## src/rtl/core/crc16_frame_deframer_assert.svh

```systemverilog
// Assertion macros shared by the deframer RTL.
`ifndef CRC16_FRAME_DEFRAMER_ASSERT_SVH
`define CRC16_FRAME_DEFRAMER_ASSERT_SVH

// Same-cycle implication, held off while reset is asserted.
`define DFR_ASSERT_NOW(label, clk, rst_n, ante, cons, msg) \
	label: assert property (@(posedge clk) disable iff (!(rst_n)) (ante) |-> (cons)) \
		else $error(msg);

// Next-cycle implication, held off while reset is asserted.
`define DFR_ASSERT_NEXT(label, clk, rst_n, ante, cons, msg) \
	label: assert property (@(posedge clk) disable iff (!(rst_n)) (ante) |=> (cons)) \
		else $error(msg);

`endif

```

## src/rtl/core/dfr_pkg.sv

```systemverilog
// Types, constants and the CRC byte update for the frame deframer.
package dfr_pkg;

	localparam int unsigned MaxFrameBytes = 255;
	localparam int unsigned MinFrameBytes = 14;
	localparam int unsigned FifoDepth     = 4;
	localparam int unsigned FifoPtrW      = $clog2(FifoDepth);
	localparam int unsigned FifoCntW      = $clog2(FifoDepth + 1);

	localparam logic [15:0] CrcInit = 16'hFFFF;
	localparam logic [15:0] CrcPoly = 16'hA001;

	localparam logic [1:0] StOk     = 2'd0;
	localparam logic [1:0] StHeader = 2'd1;
	localparam logic [1:0] StCrc    = 2'd2;
	localparam logic [1:0] StLength = 2'd3;

	localparam logic KindPayload = 1'b0;
	localparam logic KindVerdict = 1'b1;

	typedef struct packed {
		logic        kind;
		logic [7:0]  payload;
		logic [1:0]  status;
		logic [7:0]  ftype;
		logic [7:0]  cmd;
		logic [15:0] code;
		logic [15:0] length;
		logic        last;
	} dfr_item_t;

	// Up to two results per byte, payload first, verdict second.
	typedef struct packed {
		logic      pay_valid;
		dfr_item_t pay_item;
		logic      vrd_valid;
		dfr_item_t vrd_item;
	} dfr_push_t;

	function automatic logic [15:0] crc16_byte(input logic [15:0] crc, input logic [7:0] b);
		logic [15:0] c;
		c = crc ^ {8'h00, b};
		for (int k = 0; k < 8; k++) begin
			if (c[0]) begin
				c = (c >> 1) ^ CrcPoly;
			end else begin
				c = c >> 1;
			end
		end
		return c;
	endfunction

endpackage

```

## src/rtl/core/crc16_frame_deframer.sv

```systemverilog
// Top level of the CRC-16 checked frame deframer.
//
//  channel  | handshake            | payload
//  ---------+----------------------+------------------------------------------------
//  input    | in_valid / in_stall  | rx_byte, end_of_frame
//  output   | out_valid / out_stall| item_kind, payload_byte, status, frame_type,
//           |                      | command, code_word, payload_length, last
//  config   | APB write/read       | header_byte_0..3 at 0x0, 0x4, 0x8, 0xC
//
// One byte per cycle sustained while the result queue has room for two results. A
// byte passes from the input register into the result queue, and its results are
// offered on the output once they are written into the queue.
// The final byte of a frame can make two results, so the output side may fall behind
// the input at frame ends; the input stalls only while the queue cannot take two more.
// Reset clears frame state, config registers, input valid flag and queue pointers;
// the byte register and queue storage keep their contents.
module crc16_frame_deframer
	import dfr_pkg::*;
(
	input  logic        clk,
	input  logic        arst_n,
	// input channel
	input  logic        in_valid,
	output logic        in_stall,
	input  logic [7:0]  rx_byte,
	input  logic        end_of_frame,
	// output channel
	output logic        out_valid,
	input  logic        out_stall,
	output logic        item_kind,
	output logic [7:0]  payload_byte,
	output logic [1:0]  status,
	output logic [7:0]  frame_type,
	output logic [7:0]  command,
	output logic [15:0] code_word,
	output logic [15:0] payload_length,
	output logic        last,
	// configuration
	input  logic        psel,
	input  logic        penable,
	input  logic        pwrite,
	input  logic [3:0]  paddr,
	input  logic [31:0] pwdata,
	output logic [31:0] prdata,
	output logic        pready
);

	`include "crc16_frame_deframer_assert.svh"

	// header compare bytes, one per word
	logic [3:0][7:0] hdr_q;

	logic       valid_s1;
	logic [7:0] byte_s1;
	logic       eof_s1;

	logic                go;
	logic                room;
	logic                pop;
	dfr_push_t           push;
	dfr_item_t           head;
	logic [FifoCntW-1:0] level;

	// ---- configuration port ----
	assign pready = 1'b1;
	assign prdata = {24'h000000, hdr_q[paddr[3:2]]};

	always_ff @(posedge clk or negedge arst_n) begin
		if (!arst_n) begin
			hdr_q <= '0;
		end else if (psel && penable && pwrite && pready) begin
			hdr_q[paddr[3:2]] <= pwdata[7:0];
		end
	end

	// ---- input register ----
	// The byte in s1 moves on when the queue has room for two results.
	assign room     = level <= FifoCntW'(FifoDepth - 2);
	assign go       = valid_s1 && room;
	assign in_stall = valid_s1 && !room;

	always_ff @(posedge clk or negedge arst_n) begin
		if (!arst_n) begin
			valid_s1 <= 1'b0;
		end else if (!in_stall) begin
			valid_s1 <= in_valid;
		end
	end

	always_ff @(posedge clk) begin
		if (in_valid && !in_stall) begin
			byte_s1 <= rx_byte;
			eof_s1  <= end_of_frame;
		end
	end

	// ---- parse and check ----
	dfr_parse u_parse (
		.clk     (clk),
		.arst_n  (arst_n),
		.go      (go),
		.rx_byte (byte_s1),
		.eof     (eof_s1),
		.hdr     (hdr_q),
		.push    (push)
	);

	// ---- result queue ----
	assign out_valid = level != '0;
	assign pop       = out_valid && !out_stall;

	dfr_fifo u_fifo (
		.clk    (clk),
		.arst_n (arst_n),
		.push   (push),
		.pop    (pop),
		.head   (head),
		.level  (level)
	);

	assign item_kind      = head.kind;
	assign payload_byte   = head.payload;
	assign status         = head.status;
	assign frame_type     = head.ftype;
	assign command        = head.cmd;
	assign code_word      = head.code;
	assign payload_length = head.length;
	assign last           = head.last;

	// ---- checks ----
	`DFR_ASSERT_NOW(a_stall_only_full, clk, arst_n, in_stall, level > FifoCntW'(FifoDepth - 2), "input stalled while queue has room")
	`DFR_ASSERT_NOW(a_no_overflow, clk, arst_n, 1'b1, level <= FifoCntW'(FifoDepth), "result queue overflow")
	`DFR_ASSERT_NEXT(a_eof_gives_result, clk, arst_n, go && eof_s1, level != '0, "frame end left no verdict queued")
	`DFR_ASSERT_NOW(a_payload_clean, clk, arst_n, out_valid && item_kind == KindPayload, status == StOk && !last, "payload transfer carries verdict bits")

endmodule

```

## src/rtl/core/dfr_parse.sv

```systemverilog
// Frame parser: delay line, CRC accumulator, field capture and verdict.
module dfr_parse
	import dfr_pkg::*;
(
	input  logic            clk,
	input  logic            arst_n,
	input  logic            go,
	input  logic [7:0]      rx_byte,
	input  logic            eof,
	input  logic [3:0][7:0] hdr,
	output dfr_push_t       push
);

	logic [3:0][7:0] dl_q, dl_n;
	logic [15:0]     crc_q, crc_n;
	logic [7:0]      cnt_q, cnt_n;
	logic            hgood_q, hgood_n;
	logic [7:0]      type_q, type_n;
	logic [7:0]      cmd_q, cmd_n;
	logic [15:0]     code_q, code_n;
	logic [15:0]     len_q, len_n;

	always_comb begin
		logic [7:0]  ob;
		logic [7:0]  idx;
		logic [15:0] rx_crc;
		logic [1:0]  st;
		logic        clr;

		dl_n    = dl_q;
		crc_n   = crc_q;
		cnt_n   = cnt_q;
		hgood_n = hgood_q;
		type_n  = type_q;
		cmd_n   = cmd_q;
		code_n  = code_q;
		len_n   = len_q;
		push    = '0;
		ob      = dl_q[3];
		idx     = cnt_q - 8'd4;
		rx_crc  = {dl_q[1], dl_q[2]};
		st      = StOk;
		clr     = 1'b0;

		if (go) begin
			if (cnt_q >= 8'(MaxFrameBytes)) begin
				// saturated frame: drop bytes until the end marker
				if (eof) begin
					push.vrd_valid       = 1'b1;
					push.vrd_item.kind   = KindVerdict;
					push.vrd_item.status = StLength;
					push.vrd_item.last   = 1'b1;
					clr                  = 1'b1;
				end
			end else begin
				if (cnt_q >= 8'd4) begin
					crc_n = crc16_byte(crc_q, ob);
					if (idx < 8'd4) begin
						if (ob != hdr[idx[1:0]]) begin
							hgood_n = 1'b0;
						end
					end else if (idx == 8'd4) begin
						type_n = ob;
					end else if (idx == 8'd5) begin
						cmd_n = ob;
					end else if (idx == 8'd6) begin
						code_n = {ob, 8'h00};
					end else if (idx == 8'd7) begin
						code_n = {code_q[15:8], ob};
					end else if (idx == 8'd8) begin
						len_n = {ob, 8'h00};
					end else if (idx == 8'd9) begin
						len_n = {len_q[15:8], ob};
					end else if ({8'h00, idx - 8'd10} < len_q) begin
						push.pay_valid        = 1'b1;
						push.pay_item.kind    = KindPayload;
						push.pay_item.payload = ob;
					end
				end
				dl_n  = {dl_q[2:0], rx_byte};
				cnt_n = cnt_q + 8'd1;
				if (eof) begin
					if (cnt_n < 8'(MinFrameBytes)) begin
						st = StLength;
					end else if (!hgood_n) begin
						st = StHeader;
					end else if (rx_crc != crc_n) begin
						st = StCrc;
					end else if (len_n > {8'h00, cnt_n - 8'(MinFrameBytes)}) begin
						st = StLength;
					end else begin
						st = StOk;
					end
					push.vrd_valid       = 1'b1;
					push.vrd_item.kind   = KindVerdict;
					push.vrd_item.status = st;
					push.vrd_item.last   = 1'b1;
					if (st == StOk) begin
						push.vrd_item.ftype  = type_n;
						push.vrd_item.cmd    = cmd_n;
						push.vrd_item.code   = code_n;
						push.vrd_item.length = len_n;
					end
					clr = 1'b1;
				end
			end
		end

		if (clr) begin
			dl_n    = '0;
			crc_n   = CrcInit;
			cnt_n   = '0;
			hgood_n = 1'b1;
			type_n  = '0;
			cmd_n   = '0;
			code_n  = '0;
			len_n   = '0;
		end
	end

	always_ff @(posedge clk or negedge arst_n) begin
		if (!arst_n) begin
			dl_q    <= '0;
			crc_q   <= CrcInit;
			cnt_q   <= '0;
			hgood_q <= 1'b1;
			type_q  <= '0;
			cmd_q   <= '0;
			code_q  <= '0;
			len_q   <= '0;
		end else begin
			dl_q    <= dl_n;
			crc_q   <= crc_n;
			cnt_q   <= cnt_n;
			hgood_q <= hgood_n;
			type_q  <= type_n;
			cmd_q   <= cmd_n;
			code_q  <= code_n;
			len_q   <= len_n;
		end
	end

endmodule

```

## src/rtl/core/dfr_fifo.sv

```systemverilog
// Result queue: takes up to two items per cycle, hands out one per transfer.
module dfr_fifo
	import dfr_pkg::*;
(
	input  logic                clk,
	input  logic                arst_n,
	input  dfr_push_t           push,
	input  logic                pop,
	output dfr_item_t           head,
	output logic [FifoCntW-1:0] level
);

	dfr_item_t             mem_q [FifoDepth];
	logic [FifoPtrW-1:0]   wr_q, rd_q;
	logic [FifoCntW-1:0]   cnt_q;
	logic [FifoCntW-1:0]   n_push;

	assign n_push = FifoCntW'(push.pay_valid) + FifoCntW'(push.vrd_valid);
	assign head   = mem_q[rd_q];
	assign level  = cnt_q;

	always_ff @(posedge clk) begin
		if (push.pay_valid) begin
			mem_q[wr_q] <= push.pay_item;
			if (push.vrd_valid) begin
				mem_q[wr_q + FifoPtrW'(1)] <= push.vrd_item;
			end
		end else if (push.vrd_valid) begin
			mem_q[wr_q] <= push.vrd_item;
		end
	end

	always_ff @(posedge clk or negedge arst_n) begin
		if (!arst_n) begin
			wr_q  <= '0;
			rd_q  <= '0;
			cnt_q <= '0;
		end else begin
			wr_q  <= wr_q + FifoPtrW'(n_push);
			rd_q  <= rd_q + FifoPtrW'(pop);
			cnt_q <= cnt_q + n_push - FifoCntW'(pop);
		end
	end

endmodule
```

## config.mk

```make
export PLATFORM = sky130hd
export DESIGN_NAME = crc16_frame_deframer
export DESIGN_NICKNAME = d
export VERILOG_FILES = /design/src/rtl/core/dfr_pkg.sv /design/src/rtl/core/crc16_frame_deframer.sv /design/src/rtl/core/dfr_parse.sv /design/src/rtl/core/dfr_fifo.sv
export VERILOG_INCLUDE_DIRS = /design/src /design/src/rtl/core
export SDC_FILE = /design/constraint.sdc
export NUM_CORES = 1
export LEC_CHECK = 0
export BUFFER_PORTS_ARGS = -buffer_cell sky130_fd_sc_hd__buf_2
export CELL_PAD_IN_SITES_DETAIL_PLACEMENT = 0
export CELL_PAD_IN_SITES_GLOBAL_PLACEMENT = 1
export CORE_MARGIN = 4
export CORE_UTILIZATION = 50
export CTS_CLUSTER_SIZE = 24
export DETAILED_ROUTE_END_ITERATION = 16
export PLACE_DENSITY = 0.83
export SLEW_MARGIN = 20
export SYNTH_ARGS = -nofsm -noshare
export SYNTH_HDL_FRONTEND = slang
export SYNTH_SLANG_ARGS = --single-unit
```

## constraint.sdc

```tcl
create_clock -name clk -period 6.5 [get_ports clk]
set_input_delay 0 -clock clk [delete_from_list [all_inputs] [get_ports clk]]
set_output_delay 0 -clock clk [all_outputs]
set_load 0.01 [all_outputs]
```

# After elaboration in Yosys (flattened, before gate mapping)
# Memories as Yosys holds them, arrays and structs flattened.
# Index checks and enable logic that the tools add are counted.
# classes
addsub,10
n_eq_ne,9
mux,127
n_bitwise,10
reduce_logical,14
magnitude_cmp,10
# ops
operator,n
2-to-1 mux 16 bit,55
2-to-1 mux 8 bit,21
2-to-1 mux 10 bit,11
2-to-1 mux 51 bit,2
2-to-1 mux 32 bit,3
2-to-1 mux 48 bit,2
2-to-1 mux 60 bit,1
binary-select mux 8 bit (select 2 bit),2
bitwise mux 32 bit,1
"== test 8 x 3 -> 1 bit, second input constant",4
inverter 2 -> 3 bit,8
2-to-1 mux 2 bit,10
2-to-1 mux 1 bit,18
demux 8 bit (select 2 bit),1
"== test 8 x 4 -> 1 bit, second input constant",2
> comparator 16 x 8 -> 1 bit,1
< comparator 8 x 16 -> 1 bit,1
!= test 16 bit,1
"subtractor 8 x 4 -> 8 bit, second input constant",2
bitwise XOR 16 x 8 -> 16 bit,1
"adder 8 x 1 -> 8 bit, second input constant",1
"greater-or-equal comparator 8 x 3 -> 1 bit, second input constant",1
"greater-or-equal comparator 8 bit, second input constant",1
"< comparator 8 x 3 -> 1 bit, second input constant",1
20 further kinds,29
# word_totals
output_inout_bits,95
reg_bits,154
word_cells,202
mem_bits_rw,240
memories,1
# mem_list
memory,words,width,rd,rd_clocked_by_memory_dff,wr,line_no,text
u_fifo.mem_q,4,60,1,0,2,dfr_fifo.sv:13,dfr_item_t mem_q [FifoDepth];

# Depth between registers and ports, before layout
# Gate-level depths: netlist of the first run.
# depth
depth_word,54
ltp_mapped,24

# By module
# From an unflattened synthesis of the first run, not the netlist that was laid out.
# hier_totals
hier_cells,1821
area_unflattened_um2,22584.2
# modules_own_cells
mod,cells_each,n_inst,area_each_um2
dfr_fifo,920,1,13166.4
dfr_parse,773,1,7359.6
crc16_frame_deframer,128,1,2058.2

# Worst setup path before layout of the first run
# Ideal clock, no wire load.
# synth_path
path_type,register to register
from,register u_parse.cnt_q[1]
to,"memory u_fifo.mem_q[2][0] (netlist name), enable pin"
stages_incl_launch_ff,23
synth_period_minus_slack_ns,5.395
arrival_ns,4.989
slack_ns,1.105
t_required_ns,6.095
cell_sequence,dfrtp_1 clkbuf_1 inv_1 ha_1 nor2_1 nor2_1 xnor2_1 o22ai_1 xor2_1 ha_1 a21o_1 a21oi_1 o21ai_0 a21oi_1 o21ai_0 inv_1 buf_1 ha_1 inv_1 or2_2 o21a_1 clkbuf_1 inv_1
# synth_lines
element,line_no,text
from (decl),dfr_parse.sv:16,"logic [7:0] cnt_q, cnt_n;"
from (signal assigned),dfr_parse.sv:134,cnt_q <= cnt_n;
to (decl),dfr_fifo.sv:13,

==> results.json, run 1 <==
{
  "min_period_over_period_pct": 87.44,
  "place.port_buffers": 95,
  "io_pins": 147,
  "layout_setup_ws_ps": 816.5,
  "crit_type": "reg2reg",
  "hold_viol_final": 0,
  "die_x_microns": 202.1,
  "max-slew-margin-rel_pct": 27.08,
  "initial_core_util_pct": 51.07,
  "dpl.cell_count": 1992,
  "areaGrowthSynthToFinish_pct": 13.44,
  "dp_hpwl_microns": 28250,
  "clk_pin_slew_ps": 60,
  "synth_top_area_share_pct": 33.97,
  "critical_path_arrival_ps": 6070,
  "gp_congestion": 0.8869,
  "ys_types": 78,
  "synth_top_area_cell": "edfxtp_1",
  "synth_edf_count": 213,
  "regToRegSetupSlack_ps": 820,
  "cts_tree": "built",
  "final_nets": 1642,
  "ctsResizeCount": 0,
  "multi_input_area_sq_um": 7477,
  "insertion_delay_ps": 580,
  "syn_area_sq_um": 18830,
  "die_y_microns": 202.1,
  "reg2reg_from": "u_parse.cnt_q[1]",
  "seq_area_sq_um": 10690,
  "grt_max_degree": 79,
  "viasPerCell": 5.868,
  "yosysWarnings": 0,
  "place_area_sq_um": 19770,
  "clk_path_buf_depth": 3,
  "finClkSkew_ps": 23.75,
  "antenna_cells": 0,
  "min_period_ps": 5684,
  "nFillCells": 2955,
  "finalPower_mw": 8.237,
  "max-cap-violations": 0,
  "ant_nets": 0,
  "postCtsHoldBufs": 20,
  "max-vdd-ir-drop_uv": 187.5,
  "cts-root-buf": "clkbuf_16",
  "worst-r2r-cell-count": 18,
  "max_freq_ghz": 0.1759,
  "htree_levels": 2,
  "r2r-end": "u_fifo.mem_q[3][42]",
  "drt-wirelength-per-cell_microns": 21.54,
  "setup_viol": 0,
  "power_per_cell_area_nw_per_um2": 385.6,
  "min_path_type": "in2async",
  "grt_first_pass_wirelength_microns": 71600,
  "syn_inst": 1456,
  "vias": 12270,
  "grt_pass1_vias": 12520,
  "rows": 70,
  "yosys-top-cells-area": "edfxtp_1 (34%), dfrtp_1 (17%), mux4_2 (9.0%)",
  "max_slew.worst_pin.slew_ps": 1091,
  "initialDrtViolationCount": 914,
  "synth-async-reset-ratio_pct": 37.18,
  "synth_ff_type": "edfxtp_1",
  "cp-end-kind": "flip-flop",
  "cp-start-kind": "flip-flop",
  "postCtsSetupBuffers": 0,
  "postSynthAreaPerCell_sq_um": 12.93,
  "final_cells": 2090,
  "ys_seq_area_share_pct": 56.75,
  "drive_above_1_share_pct": 22.19,
  "dieArea_sq_um": 40830,
  "finalSetupTns_ps": 0,
  "core_area_sq_um": 36870,
  "timing.final.max_slew_violations": 0,
  "clock-sinks": 390,
  "dp_slack_ps": 835.3,
  "worstPathMaxFanout": 60,
  "synth_seq_cells": 390,
  "firstDrtPassIters": 5,
  "final_core_util_pct": 57.93,
  "worstPathRequired_ps": 6890,
  "finalHoldWorstSlack_ps": 21.29,
  "finalWirelength_microns": 45020,
  "overflow": 0,
  "grt_setup_unrepaired": "no",
  "drc": 0,
  "leakage_nw": 8.095,
  "grt_usage_pct": 22.19,
  "finalInstanceArea_sq_um": 21360,
  "status": "finished clean",
  "antenna_found_initial": 0,
  "cts_made_buffers": 42
}
==> registers in the layout (all words and copies together), names as in the netlist <==
name             flops
u_fifo.level         3
u_fifo.rd_q          2
valid_s1             1
u_fifo.mem_q       236
byte_s1              8
u_fifo.wr_q          2
u_parse.len_q       16
hdr_q               32
u_parse.code_q      16
u_parse.cmd_q        8
u_parse.crc_q       16
u_parse.dl_q        32
u_parse.hgood_q      1
u_parse.cnt_q        8
u_parse.type_q       8
eof_s1               1
==> synthesized netlist by cell type, types with 3 or more instances <==
master / n
o22a_1: 6
ha_1: 37
dfstp_2: 17
buf_2: 29
nand3_1: 15
nor2_1: 40
and4_1: 3
buf_4: 27
a22o_1: 90
buf_1: 14
o21ai_0: 33
mux2i_1: 41
clkbuf_1: 81
nor4_1: 7
a21oi_1: 31
mux4_2: 75
edfxtp_1: 213
nand2_1: 52
dfxtp_1: 32
nor3_1: 198
nand4_1: 11
and2_1: 4
nand2b_1: 21
o2bb2ai_1: 3
a21o_1: 4
o31ai_1: 5
inv_1: 48
xnor2_1: 37
or3_1: 5
a211oi_1: 3
or2_2: 13
dfrtp_1: 128
o22ai_1: 15
o21a_1: 5
nor2b_1: 7
xor2_1: 20
mux2_2: 34
nor4b_1: 3
==> critical path, cell delays in order (launching register included) <==
cell and delay, ps:
dfrtp_1 720, inv_1 240, ha_1 340, or4_1 540, a21oi_1 250, and4_1 210, and4b_1 400, buf_4 190
or2_2 180, inv_1 70, ha_1 280, o21ai_0 170, a21oi_1 60, o21bai_1 130, o2bb2ai_1 160, nand2_1 100
nand4b_4 670, buf_12 470, nor3_1 270
==> where the power goes <==
part	internal [mW]	switching, mW
Combinational	1.01	1.44
Clock	1.41	0.985
Sequential	3.08	0.312
==> cell families after synthesis <==
group	count (synthesis)	synth area share, %
AND/OR/NAND/NOR	397	10.97
flip-flops	390	56.75
AO/OA/AOI/OAI	216	8.419
buffers and inverters	200	4.757
multiplexers	150	13.18
XOR/XNOR	63	3.316
adder cells (fa/ha/maj)	38	2.565
other	2	0.03988
==> worst max path at each step <==
stage	startpoint	end	depth (start not counted)
detailed placement	u_parse.cnt_q[1]	u_fifo.mem_q[3][42]	18
global placement	u_parse.cnt_q[1]	u_fifo.mem_q[0][24]	18
global route	u_parse.cnt_q[1]	u_fifo.mem_q[3][42]	18
CTS	u_parse.cnt_q[1]	u_fifo.mem_q[3][42]	18
finish	u_parse.cnt_q[1]	u_fifo.mem_q[3][42]	18
floorplan	u_parse.cnt_q[1]	u_fifo.mem_q[2][0]	22
==> routing by layer <==
metal	GRT usage [%]	vias to the layer above	wire, microns
met5	0	-	0
met2	36.78	402	21790
met1	30.58	6161	19240
li1	-	5623	-
met4	7.007	0	1247
met3	3.289	79	2738
==> final cells by class <==
cell class	count	share of cell area (%)
Sequential cell	390	50.05
Multi-Input combinational cell	921	35.00
Tap cell	504	2.952
Timing Repair Buffer	149	4.622
Inverter	48	0.8435
Clock buffer	63	5.822
Clock inverter	15	0.7029
==> placed cells by master, fill, tap and decap left out, types with 11 or more instances in the layout <==
cell type      count
edfxtp_1         213
nor3_1           198
dfrtp_1          126
buf_2             94
a22o_1            90
mux4_2            75
conb_1            57
nand2_1           52
inv_1             44
clkbuf_16         44
mux2i_1           41
nor2_1            39
xnor2_1           37
ha_1              37
mux2_2            34
o21ai_0           33
dfxtp_1           32
a21oi_1           31
buf_4             30
nand2b_1          21
xor2_1            20
dlygate4sd3_1     20
dfstp_2           17
nand3_1           15
o22ai_1           15
or2_2             13
nand4_1           11
clkbuf_1          11
(Power assumes the default switching activity.)
==> run 2: changes to the inputs <==
- RECOVER_POWER: not set -> 100
- clock period: 6.5 -> 5.99 ns (I/O delays scaled with it)
==> run 2 against run 1 <==
Effect of this change: the run now ends with capacitance limit, slew limit left; setup slack lost 300 ps; non-clock buffer count shrank 5; critical path depth grew 1; clock power grew 8%; die area is the same; clock skew shrank 12 ps; critical path type unchanged; largest power group unchanged.
==> results.json, run 2 (same netlist as run 1, synthesis figures left out) <==
{
  "status": "finished with violations",
  "violations": "capacitance limit, slew limit",
  "dpl.cell_count": 1987,
  "dieArea_sq_um": 40830,
  "min_period_over_period_pct": 91.32,
  "multi_input_area_sq_um": 7457,
  "core_area_sq_um": 36870,
  "die_y_microns": 202.1,
  "finalPower_mw": 8.835,
  "top_register": "u_fifo.mem_q",
  "min_period_ps": 5470,
  "setup_viol": 0,
  "cts_made_buffers": 41,
  "place.port_buffers": 95,
  "die_x_microns": 202.1,
  "cts-root-buf": "clkbuf_16",
  "firstDrtPassIters": 5,
  "clk_pin_slew_ps": 60,
  "viasPerCell": 5.826,
  "ant_nets": 0,
  "dp_hpwl_microns": 27320,
  "initialDrtViolationCount": 885,
  "grt_setup_unrepaired": "no",
  "drc": 0,
  "antenna_found_initial": 0,
  "final_cell_mix": "edfxtp_1 (213), nor3_1 (198), dfrtp_1 (127)",
  "cts_tree": "built",
  "overflow": 0,
  "cp-end-kind": "flip-flop",
  "finClkSkew_ps": 11.26,
  "drive_above_1_share_pct": 16.66,
  "crit_type": "reg2reg",
  "grt_max_degree": 161,
  "gp_congestion": 0.8843,
  "areaGrowthSynthToFinish_pct": 12.31,
  "drt-wirelength-per-cell_microns": 21.27,
  "top_regs": "u_fifo.mem_q: 236 flops, hdr_q: 32 flops, u_parse.dl_q: 32 flops",
  "seq_area_sq_um": 10690,
  "grt_first_pass_wirelength_microns": 70140,
  "power_per_cell_area_nw_per_um2": 417.7,
  "clock-sinks": 390,
  "final_common_cell": "edfxtp_1",
  "insertion_delay_ps": 540,
  "max-vdd-ir-drop_uv": 276.9,
  "timing.final.max_slew_violations": 213,
  "io_pins": 147,
  "finalSetupTns_ps": 0,
  "max_slew.worst_pin.slew_ps": 4593,
  "max_freq_ghz": 0.1828,
  "hold_viol_final": 0,
  "min_path_type": "in2reg",
  "final_nets": 1636,
  "antenna_cells": 0,
  "critical_path_arrival_ps": 5640,
  "worstPathMaxFanout": 51,
  "nFillCells": 3015,
  "leakage_nw": 7.846,
  "max-cap-violations": 4,
  "max-slew-margin-rel_pct": -206.2,
  "finalWirelength_microns": 44310,
  "cp-start-kind": "flip-flop",
  "vias": 12140,
  "initial_core_util_pct": 51.07,
  "regToRegSetupSlack_ps": 520,
  "htree_levels": 2,
  "final_cells": 2083,
  "clk_path_buf_depth": 3,
  "postCtsSetupBuffers": 0,
  "grt_usage_pct": 21.47,
  "grt_pass1_vias": 12340,
  "rows": 70,
  "worstPathRequired_ps": 6160,
  "largest_reg_flops": 236
}
==> run 2: cell count changes in the layout (fill, tap and decap cells not counted), moves of 3 or more <==
cell      delta
buf_2       -70
buf_4       -10
clkbuf_2     +4
clkinv_1     +3
clkbuf_8     -3
inv_2        -4
buf_12       -3
clkinv_2     +3
clkbuf_1    +69
==> run 2: path summary, 6_finish.rpt <==
| path | start | end | cells after the start |
|---|---|---|---|
| min | penable | hdr_q[1] | 5 |
| max in group asynchronous | arst_n | u_parse.code_q[11] | 2 |
| min in group asynchronous | arst_n | u_parse.dl_q[1] | 2 |
| min reg2reg | u_parse.hgood_q | u_parse.hgood_q | 2 |
| max | u_parse.cnt_q[1] | u_fifo.mem_q[1][28] | 19 |
| max reg2reg | u_parse.cnt_q[1] | u_fifo.mem_q[1][28] | 19 |
==> run 2: power breakdown <==
part           leakage, nW  switching (mW)  internal [mW]  total, mW
logic                 3.12            1.61           1.03       2.65
registers             4.06           0.270           3.34       3.61
clock network        0.672            1.06           1.52       2.58
==> run 2: area by class of cell <==
class | count | share of cell area [%]
flip-flops and latches | 390 | 50.54
clock inverters | 20 | 1.112
well taps | 504 | 2.982
repair buffers | 144 | 3.851
multi-input cells | 921 | 35.26
inverters | 48 | 0.8519
clock buffers | 56 | 5.407
==> run 2: through the flow <==
stage | hold WS [ps] | setup slack (ps) | utilization (%) | instance area [sq um]
6_report | 130.7 | 520.1 | 57.36 | 21150
5_1_grt | 141.4 | 146.4 | 57.36 | 21150
4_1_cts | 112.3 | 582.1 | 57.75 | 21300
3_5_place_dp | 173.7 | 679.8 | 53.47 | 19720
3_3_place_gp | 174.9 | 760.4 | 53.47 | 19720
2_1_floorplan | -295.6 | 595.5 | - | 19040
==> run 2: what timing repair did <==
action,4_1_cts,5_1_grt
hold buffers,20,0
endpoints found under the hold margin,125,0
resized for setup,0,0
==> run 2: worst max-delay path: stages, from the launching register on <==
cell	delay, ps
dfrtp_1	720
inv_1	230
ha_1	290
nor2_1	230
nor2_1	90
xnor2_1	140
o22ai_1	210
xor2_1	220
ha_1	270
a21o_1	160
a21oi_1	130
o21ai_0	110
a21oi_1	150
o21ai_0	270
ha_1	350
buf_4	260
a21oi_1	220
nand2b_1	290
clkinv_1	100
buf_4	600
==> run 2: metal layers <==
metal	global-route usage [%]	vias up	wire (microns)
met1	29.05	6052	18390
li1	-	5621	-
met2	36.19	379	21840
met3	3.209	84	2683
met5	0	-	0
met4	6.714	0	1397
